==> config.mk <==
export PLATFORM = sky130hd
export DESIGN_NAME = sgds_back
export DESIGN_NICKNAME = d
export VERILOG_FILES = /design/src/sv/sgds_pkg.sv /design/src/sv/sgds_back.sv
export SDC_FILE = /design/constraint.sdc
export NUM_CORES = 2
export LEC_CHECK = 0
export BUFFER_PORTS_ARGS = -buffer_cell sky130_fd_sc_hd__buf_4
export CAP_MARGIN = 20
export CORE_ASPECT_RATIO = 0.7
export CORE_MARGIN = 2
export CORE_UTILIZATION = 40
export CTS_CLUSTER_SIZE = 20
export DETAILED_ROUTE_END_ITERATION = 7
export GPL_ROUTABILITY_DRIVEN = 1
export PLACE_DENSITY_LB_ADDON = 0.08
export REMOVE_ABC_BUFFERS = 1
export SYNTH_ARGS = -nofsm -noshare
export SYNTH_HDL_FRONTEND = slang
export SYNTH_SLANG_ARGS = --single-unit
==> constraint.sdc <==
create_clock -name clk_i -period 7.88 [get_ports clk_i]
set_input_delay 0 -clock clk_i [delete_from_list [all_inputs] [get_ports clk_i]]
set_output_delay 0 -clock clk_i [all_outputs]
set_load 0.05 [all_outputs]
==> src/sv/sgds_pkg.sv <==
// Shared types and constants for the spark-gap discharge statistics block.
// No dependencies; imported by every module of the block.
package sgds_pkg;

  localparam int unsigned GAP_W    = 24;
  localparam int unsigned VEL_W    = 16;
  localparam int unsigned WIN_W    = 32;
  localparam int unsigned PCT_W    = 7;
  localparam int unsigned DELAY_W  = 15;
  localparam int unsigned MODE_W   = 8;
  localparam int unsigned RATIO_W  = 18;
  localparam int unsigned CFG_IDX_W = 2;

  localparam int unsigned QDEPTH   = 2;
  localparam int unsigned QPTR_W   = (QDEPTH > 1) ? $clog2(QDEPTH) : 1;
  localparam int unsigned QCNT_W   = $clog2(QDEPTH + 1);

  localparam logic [GAP_W-1:0]   GAP_MAX   = 24'hFFFFFF;
  localparam logic [RATIO_W-1:0] RATIO_ONE = 18'd65536;
  localparam logic [RATIO_W-1:0] RATIO_MAX = 18'd196608;

  localparam logic [CFG_IDX_W-1:0] CFG_COUPLING = 2'd0;
  localparam logic [CFG_IDX_W-1:0] CFG_IDEAL    = 2'd1;
  localparam logic [CFG_IDX_W-1:0] CFG_START    = 2'd2;
  localparam logic [CFG_IDX_W-1:0] CFG_MODE     = 2'd3;

  localparam int unsigned TDATA_W = 80;
  localparam int unsigned TUSER_W = 9;

  typedef struct packed {
    logic [WIN_W-1:0]        win_seq;
    logic signed [VEL_W-1:0] feed_velocity;
    logic                    run_state;
  } sgds_item_t;

  typedef struct packed {
    logic [WIN_W-1:0]   win_seq;
    logic [PCT_W-1:0]   normal_pct;
    logic [PCT_W-1:0]   arc_pct;
    logic [PCT_W-1:0]   short_pct;
    logic [PCT_W-1:0]   open_pct;
    logic [DELAY_W-1:0] ignition_delay_ns;
    logic               run_state;
    logic [MODE_W-1:0]  active_mode;
  } sgds_result_t;

endpackage

==> src/sv/sgds_back.sv <==
// Back end: configuration registers, gap update, iterative ratio divider,
// discharge percentages and the output register. Depends on sgds_pkg.
module sgds_back import sgds_pkg::*; (
  input  logic                  clk_i,
  input  logic                  rst_ni,
  input  logic                  cfg_we_i,
  input  logic [CFG_IDX_W-1:0]  cfg_idx_i,
  input  logic [GAP_W-1:0]      cfg_data_i,
  input  logic                  item_valid_i,
  output logic                  item_ready_o,
  input  sgds_item_t            item_i,
  output logic                  out_valid_o,
  input  logic                  out_ready_i,
  output sgds_result_t          out_o
);

  localparam logic [2:0] S_IDLE = 3'd0;
  localparam logic [2:0] S_MUL  = 3'd1;
  localparam logic [2:0] S_GAP  = 3'd2;
  localparam logic [2:0] S_DIV  = 3'd3;
  localparam logic [2:0] S_PCT  = 3'd4;
  localparam logic [2:0] S_OUT  = 3'd5;

  localparam logic [4:0] DIV_LAST = 5'(RATIO_W - 1);

  logic [2:0]          state_q, state_d;
  logic [GAP_W-1:0]    gain_q, ideal_q, gap_q;
  logic [MODE_W-1:0]   mode_q;
  sgds_item_t          item_q;
  logic signed [40:0]  prod_q;
  logic [RATIO_W-1:0]  ratio_q;
  logic [GAP_W-1:0]    rem_q;
  logic [4:0]          cnt_q;
  logic [PCT_W-1:0]    short_q, arc_q, open_q;
  logic [DELAY_W-1:0]  delay_q;
  logic                out_valid_q;
  sgds_result_t        out_q;

  logic signed [41:0]  g_full;
  logic [41:0]         g_round;
  logic [24:0]         g_shift;
  logic [GAP_W-1:0]    gap_new;
  logic [25:0]         gap_x4;
  logic                div_bit;
  logic [24:0]         trial;
  logic                trial_ge;
  logic [RATIO_W-1:0]  r_sat;
  logic [24:0]         r25;
  logic [24:0]         s_lo, a_lo, o_lo, s_hi, a_hi, o_hi;
  logic [24:0]         d25;
  logic [31:0]         dly_prod;
  logic [8:0]          pct_sum;
  logic [PCT_W-1:0]    normal;
  logic                out_load;

  assign item_ready_o = (state_q == S_IDLE);
  assign out_load     = (state_q == S_OUT) && (!out_valid_q || out_ready_i);

  // gap update
  assign g_full  = $signed({2'b00, gap_q, 16'h0000}) - 42'(prod_q);
  assign g_round = 42'(g_full) + 42'd32768;
  assign g_shift = g_round[40:16];
  always_comb begin
    if (g_full[41]) begin
      gap_new = '0;
    end else if (g_shift > 25'(GAP_MAX)) begin
      gap_new = GAP_MAX;
    end else begin
      gap_new = g_shift[GAP_W-1:0];
    end
  end
  assign gap_x4 = {ideal_q, 2'b00};

  // restoring division, one quotient bit a cycle
  always_comb begin
    if (cnt_q == DIV_LAST) begin
      div_bit = gap_q[1];
    end else if (cnt_q == DIV_LAST - 5'd1) begin
      div_bit = gap_q[0];
    end else begin
      div_bit = 1'b0;
    end
  end
  assign trial    = {rem_q, div_bit};
  assign trial_ge = (trial >= {1'b0, ideal_q});

  // percentages
  assign r_sat = (ratio_q > RATIO_MAX) ? RATIO_MAX : ratio_q;
  assign r25   = 25'(r_sat);
  assign d25   = r25 - 25'(RATIO_ONE);
  assign s_lo  = 25'(90 * 65536 + 32768) - 25'd84 * r25;
  assign a_lo  = 25'(5 * 65536 + 32768) + 25'd3 * r25;
  assign o_lo  = 25'd32768 + 25'd6 * r25;
  assign s_hi  = 25'(6 * 131072 + 65536) - 25'd6 * d25;
  assign a_hi  = 25'(8 * 131072 + 65536) - 25'd3 * d25;
  assign o_hi  = 25'(6 * 131072 + 65536) + 25'd74 * d25;
  assign dly_prod = 32'(r_sat) * 32'd8000;

  assign pct_sum = 9'(short_q) + 9'(arc_q) + 9'(open_q);
  assign normal  = (pct_sum > 9'd100) ? '0 : PCT_W'(9'd100 - pct_sum);

  always_comb begin
    state_d = state_q;
    unique case (state_q)
      S_IDLE: if (item_valid_i) state_d = S_MUL;
      S_MUL:  state_d = S_GAP;
      S_GAP: begin
        if (ideal_q == '0 || {2'b00, gap_new} >= gap_x4) begin
          state_d = S_PCT;
        end else begin
          state_d = S_DIV;
        end
      end
      S_DIV:  if (cnt_q == '0) state_d = S_PCT;
      S_PCT:  state_d = S_OUT;
      S_OUT:  if (out_load) state_d = S_IDLE;
      default: state_d = S_IDLE;
    endcase
  end

  always_ff @(posedge clk_i or negedge rst_ni) begin
    if (!rst_ni) begin
      state_q     <= S_IDLE;
      gain_q      <= '0;
      ideal_q     <= '0;
      gap_q       <= '0;
      mode_q      <= '0;
      out_valid_q <= 1'b0;
    end else begin
      state_q <= state_d;
      if (cfg_we_i) begin
        unique case (cfg_idx_i)
          CFG_COUPLING: gain_q  <= cfg_data_i;
          CFG_IDEAL:    ideal_q <= cfg_data_i;
          CFG_START:    gap_q   <= cfg_data_i;
          CFG_MODE:     mode_q  <= cfg_data_i[MODE_W-1:0];
        endcase
      end else if (state_q == S_GAP) begin
        gap_q <= gap_new;
      end
      if (out_load) begin
        out_valid_q <= 1'b1;
      end else if (out_ready_i) begin
        out_valid_q <= 1'b0;
      end
    end
  end

  always_ff @(posedge clk_i) begin
    unique case (state_q)
      S_IDLE: if (item_valid_i) item_q <= item_i;
      S_MUL:  prod_q <= $signed({1'b0, gain_q}) * $signed(item_q.feed_velocity);
      S_GAP: begin
        cnt_q <= DIV_LAST;
        rem_q <= GAP_W'(gap_new[GAP_W-1:2]);
        if (ideal_q == '0) begin
          ratio_q <= '0;
        end else if ({2'b00, gap_new} >= gap_x4) begin
          ratio_q <= RATIO_MAX;
        end else begin
          ratio_q <= '0;
        end
      end
      S_DIV: begin
        cnt_q   <= cnt_q - 5'd1;
        ratio_q <= {ratio_q[RATIO_W-2:0], trial_ge};
        rem_q   <= trial_ge ? GAP_W'(trial - {1'b0, ideal_q}) : trial[GAP_W-1:0];
      end
      S_PCT: begin
        if (r_sat <= RATIO_ONE) begin
          short_q <= s_lo[22:16];
          arc_q   <= a_lo[22:16];
          open_q  <= o_lo[22:16];
        end else begin
          short_q <= s_hi[23:17];
          arc_q   <= a_hi[23:17];
          open_q  <= o_hi[23:17];
        end
        delay_q <= DELAY_W'(2000) + dly_prod[30:16];
      end
      S_OUT: begin
        if (out_load) begin
          out_q <= '{win_seq: item_q.win_seq, normal_pct: normal,
                     arc_pct: arc_q, short_pct: short_q, open_pct: open_q,
                     ignition_delay_ns: delay_q, run_state: item_q.run_state,
                     active_mode: mode_q};
        end
      end
      default: ;
    endcase
  end

  assign out_valid_o = out_valid_q;
  assign out_o       = out_q;

  a_div_needs_ideal: assert property (@(posedge clk_i) disable iff (!rst_ni)
    state_q == S_DIV |-> ideal_q != '0)
    else $error("divider running with zero ideal gap");

  a_load_from_out: assert property (@(posedge clk_i) disable iff (!rst_ni)
    $rose(out_valid_q) |-> $past(state_q) == S_OUT)
    else $error("result raised outside the output state");

  a_pct_total: assert property (@(posedge clk_i) disable iff (!rst_ni)
    out_valid_q |-> (8'(out_q.normal_pct) + 8'(out_q.arc_pct) + 8'(out_q.short_pct)
                     + 8'(out_q.open_pct)) == 8'd100)
    else $error("percentages do not add up to one hundred");

  a_delay_floor: assert property (@(posedge clk_i) disable iff (!rst_ni)
    out_valid_q |-> out_q.ignition_delay_ns >= DELAY_W'(2000)
                 && out_q.ignition_delay_ns <= DELAY_W'(26000))
    else $error("ignition delay out of range");

endmodule

## Word-level counts from Yosys, hierarchy flattened

Index checks and enable logic that the tools add are counted.

| operators by class | value |
|---|---|
| mux-type cells | 24 |
| $add $sub $neg | 15 |
| magnitude comparators | 6 |
| reductions and logical operators | 18 |
| multipliers | 8 |
| equality and inequality tests | 14 |

Operator list:

| cell | number |
|---|---|
| $mux 24 | 6 |
| $mux 18 | 3 |
| $pmux 24 s2 | 1 |
| $sub 41x41->42 | 1 |
| $add 41x16->41 const B | 1 |
| $mul 25x16->41 | 1 |
| $mul 2x18->20 const A | 2 |
| $pmux 18 s2 | 1 |
| $ge 24x26->1 | 1 |
| $ge 25x24->1 | 1 |
| $gt 25x24->1 const B | 1 |
| $mul 18x7->25 const B | 1 |
| $mul 2x25->23 const A | 1 |
| $mul 2x25->24 const A | 1 |
| $mul 6x25->23 const A | 1 |
| $add 20x24->24 const A | 1 |
| $logic_not 24->1 | 1 |
| $sub 20x24->24 const A | 1 |
| $sub 21x24->24 const A | 1 |
| $sub 24x24->24 | 1 |
| $sub 23x23->23 const A | 1 |
| $add 16x21->22 const A | 1 |
| $add 19x20->21 const A | 1 |
| $mul 5x18->21 const A | 1 |
| 31 further kinds | 53 |

| storage, ports and cells | value |
|---|---|
| output and inout port bits | 86 |
| input bits | 80 |
| word-level logic and storage cells | 110 |
| register bits after elaboration | 341 |

## Logic depth before layout (Yosys ltp)

| depth | value |
|---|---|
| depth after elaboration | 9 |
| mapped depth | 29 |
| depth with buffers taken out | 26 |

## Worst setup path before layout

OpenSTA, ideal clock, no wires.

| path | value |
|---|---|
| kind | flip-flop to flip-flop |
| from | register out_valid_q (netlist: out_valid_o) |
| to | register out_q (netlist bit out_o[0]), enable pin |
| stages on the path, launching flop included | 3 |
| path slack | 0.454 ns |
| arrival time | 6.783 ns |
| data required time | 7.237 ns |
| buffers on the path | 0 |
| path through | dfrtp_1 > nand2b_1 > nor3b_1 |

| on the way | value |
|---|---|
| longest elaborated chain between the ends | 4 |

RTL lines:

| what | RTL line | text |
|---|---|---|
| from (decl) | sgds_back.sv:36 | `logic out_valid_q;` |
| from (signal assigned) | sgds_back.sv:128 | `out_valid_q <= 1'b0;` |
| from (signal assigned) | sgds_back.sv:142 | `out_valid_q <= 1'b1;` |
| from (signal assigned) | sgds_back.sv:144 | `out_valid_q <= 1'b0;` |
| $logic_not 1->1 | sgds_back.sv:57 | `assign out_load = (state_q == S_OUT) && (!out_valid_q \|\| out_ready_i);` |
| $logic_or 1x1->1 | sgds_back.sv:57 |  |
| $logic_and 1x1->1 | sgds_back.sv:57 |  |
| net out_load | sgds_back.sv:54 | `logic out_load;` |
| $reduce_and 2->1 (no source line) | n/a |  |
| to (signal assigned) | sgds_back.sv:183 | `out_q <= '{win_seq: item_q.win_seq, normal_pct: normal,` |
| to (decl) | sgds_back.sv:37 | `sgds_result_t out_q;` |

The timed path passes the listed nets, and every way through them passes these cells.
A chain may end at the register's enable or synchronous reset.

## Final worst setup path

| path | value |
|---|---|
| from | register gap_q[3] |
| to | register state_q[2] |

| on the way | value |
|---|---|
| longest elaborated chain between the ends | 9 |

RTL lines:

| what | RTL line | text |
|---|---|---|
| from (decl) | sgds_back.sv:27 | `logic [GAP_W-1:0] gain_q, ideal_q, gap_q;` |
| from (signal assigned) | sgds_back.sv:135 | `CFG_START: gap_q <= cfg_data_i;` |
| from (signal assigned) | sgds_back.sv:139 | `gap_q <= gap_new;` |
| $sub 41x41->42 * | sgds_back.sv:60 | `assign g_full = $signed({2'b00, gap_q, 16'h0000}) - 42'(prod_q);` |
| $add 41x16->41 | sgds_back.sv:61 | `assign g_round = 42'(g_full) + 42'd32768;` |
| $gt 25x24->1 | sgds_back.sv:66 | `end else if (g_shift > 25'(GAP_MAX)) begin` |
| $mux 24 | sgds_back.sv:66 |  |
| $mux 24 * | sgds_back.sv:64 | `if (g_full[41]) begin` |
| $ge 24x26->1 * | sgds_back.sv:108 | `if (ideal_q == '0 \|\| {2'b00, gap_new} >= gap_x4) begin` |
| $logic_or 1x1->1 * | sgds_back.sv:108 |  |
| $mux 3 * | sgds_back.sv:108 |  |
| $pmux 3 s6 * | sgds_back.sv:104 | `unique case (state_q)` |
| to (signal assigned) | sgds_back.sv:130 | `state_q <= state_d;` |
| to (decl) | sgds_back.sv:26 | `logic [2:0] state_q, state_d;` |

Mark *: on every way between the ends. The rest lies on a longest branch, timed or not.

==> out/metrics.cfg <==
[status]
status = completed

[global_routing]
grt_pass1_wl_um = 164000
met1_usage_pct = 38.3
grt_overflow = 0
grt_pass1_vias = 27013
grt_use_total_pct = 21.9
use_met3_pct = 3.52
busiest_layer = met1
antenna_found_initial = 2
met2_usage_pct = 27.4
grt_max_degree = 67

[route]
drt_first_iter_violations = 2200
dr.pass1.iters = 5
vias_per_cell = 5.17
drc_errors = 0
avgRoutedWirePerCell_um = 19.5
wl_um = 105000
vias = 27754
ant_nets = 0

[die]
core_region_area_um2 = 93700
start_util_pct = 40.3
rows = 94
dieArea_um2 = 96900
die_w_um = 371
die_h_um = 261
ios = 166

[clock_network]
cts_root_buffer = clkbuf_16
cts.clk_slew.worst_paths_ns = 0.07
clock_tree.htree_level_count = 2
clk_path_buf_depth = 3
clock-sinks = 339
clk-insertion-delay-late_ns = 0.61
numCtsBuffers = 40
cts_tree = built

[logic_synthesis]
synth_top_cell_by_area = fa_1
synth_compound_area_share_pct = 10.4
synth_top_family_by_area = adder cells
synthFlopType = edfxtp_1
synthSimpleGateAreaFrac_pct = 13.4
netlist_top_cells_area = fa_1, edfxtp_1, ha_1
synth_top_area_share_pct = 22.0
syn_inst = 3796
synth_xor_area_share_pct = 3.85
synth_mux_area_share_pct = 3.27
yosysSeqAreaShare_pct = 25.8
yosysWarnings = 0
syn_area_um2 = 37800
synthAdderAreaFrac_pct = 35.9
synth-edff-count = 255
ys_ff_latch = 339
synthArstFlopShare_pct = 24.8
syn_area_per_cell_um2 = 9.95
synth.distinct_cells = 93

[timing]
period_minus_slack_ns = 7.60
min_period_over_period_pct = 96.4
max_freq_mhz = 132
clock_skew_ns = 0.0326
slew_headroom_pct = 29.4
worst_pin_slew_ns = 1.05
grt_setup_unrepaired = false
drv_slew = 0
finalHoldViolations = 0
setup_violations = 0
setup-tns-final_ns = 0

[finish]
final_common_cell = inv_1
drive_gt1_share_pct = 12.1
fin_nets = 5005
syn2layout_area_growth_pct = 14.8
seqCellArea_um2 = 9760
fillers = 8993
multi_input_area_um2 = 25300
mostFrequentLayoutCells = inv_1, nand2_1, fa_1, ha_1, buf_4
antennaDiodeCount = 0

[worst_setup_path]
cp_data_arrival_time_ns = 8.08
critical_path.slowest_cell = or3b_1
critical_path_class = flop to flop
crit_path_start_kind = flop
critPathBufInv = 2
required_ns = 8.36
cp_top_family = compound AO/OA/AOI/OAI gates
cp-end-kind = flop
critPathMaxStageDelay_ns = 0.54
cp_max_fo = 14

[placement]
place_congestion = 0.870
dpl.hpwl_um = 86800
place.port_buffers = 164

[hold_path]
min_path_type = input port to flop

[job]
cap_violations = 0

==> sequential cells by signal, summed over array words and instances, names as in the netlist <==
register,cells
out_o,83
item_q,49
prod_q,41
gain_q,24
gap_q,24
ideal_q,24
rem_q,24
ratio_q,18
delay_q,15
mode_q,8
open_q,7
short_q,7
arc_q,6
cnt_q,5
state_q,3
out_valid_o,1
==> per-stage QoR <==
step / setup slack [ns] / hold WS, ns / cell area [um^2] / util, % / instances
finish: 0.280 / 0.0463 / 43400 / 46.3 / 5373
global route: 0.00614 / 0.0239 / 43400 / 46.3 / 5373
CTS: 0.168 / 0.00834 / 43300 / 46.2 / 5369
detailed placement: 0.205 / 0.0344 / 41000 / 43.8 / 5214
global placement: 0.279 / 0.0368 / 41000 / 43.8 / 5213
floorplan: 0.335 / -0.296 / 37300 / - / 3688
==> final timing paths <==
path	from	to	slack (ns)	depth (start not counted)
worst min register to register	item_q[19]	out_o[54]	0.41	0
worst max register to register	gap_q[3]	state_q[2]	0.28	25
worst max-delay path	gap_q[3]	state_q[2]	0.28	25
worst min-delay path	cfg_we_i	gap_q[3]	0.05	3
max in group asynchronous	rst_ni	state_q[0]	6.63	4
min in group asynchronous	rst_ni	gap_q[19]	0.46	4
==> per-layer routing <==
metal | wire, um | vias to the layer above
met3 | 6720 | 65
met4 | 939 | 2
met2 | 37800 | 667
met5 | 243 | -
li1 | - | 13280
met1 | 59300 | 13740
==> worst reg2reg max path: cells and delay by family, from the launching register on <==
family / cells / cell delay [ns]
simple gates: 7 / 1.70
compound gates: 14 / 4.11
flops: 1 / 0.38
fa+ha+maj: 2 / 0.74
buf+inv: 2 / 0.54
==> what timing repair did <==
action / CTS / global route
hold buffers: 81 / 0
setup endpoints to repair: 0 / 6
buffers inserted: 0 / 3
endpoints found under the hold margin: 163 / 0
gates resized for setup: 0 / 8
==> cell families (layout without fill, tap and decap cells) <==
logic type	after synthesis	count (layout)
AOI/OAI and AO/OA	579	579
xor gates and xnor gates	166	166
adders and majority gates	833	833
buffers and inverters	735	1064
DFF	339	339
muxes	110	110
other	1	1
and+or+nand+nor	1033	1033
==> synthesized netlist by cell type (all sizes together), types with 9 or more instances <==
| cell type | count |
|---|---|
| fa | 416 |
| edfxtp | 255 |
| a21o | 91 |
| or4 | 14 |
| a21oi | 152 |
| xnor2 | 111 |
| nor3 | 46 |
| clkbuf | 93 |
| nand3 | 51 |
| dfrtp | 84 |
| and3 | 39 |
| and2 | 137 |
| xor2 | 55 |
| nor2 | 137 |
| inv | 627 |
| o21a | 41 |
| nand2 | 420 |
| nand4 | 21 |
| buf | 15 |
| o31ai | 12 |
| nor3b | 9 |
| or3 | 16 |
| or2 | 14 |
| a2111oi | 12 |
| nor4 | 24 |
| o21ai | 105 |
| mux2 | 96 |
| a211oi | 13 |
| nor2b | 28 |
| nand2b | 53 |
| ha | 416 |
| o211ai | 22 |
| mux2i | 13 |
| a31oi | 23 |
==> layout make-up <==
type | instances | share of cell area [%]
multi-input cells | 2722 | 58.3
clock buffers | 45 | 2.40
flip-flops and latches | 339 | 22.5
well taps | 1248 | 3.60
repair buffers | 363 | 6.82
clock inverters | 29 | 0.900
inverters | 627 | 5.44
Power is left out: the tool's default activity adds up to more than one toggle a clock period on the data nets, which glitch-free logic cannot reach.
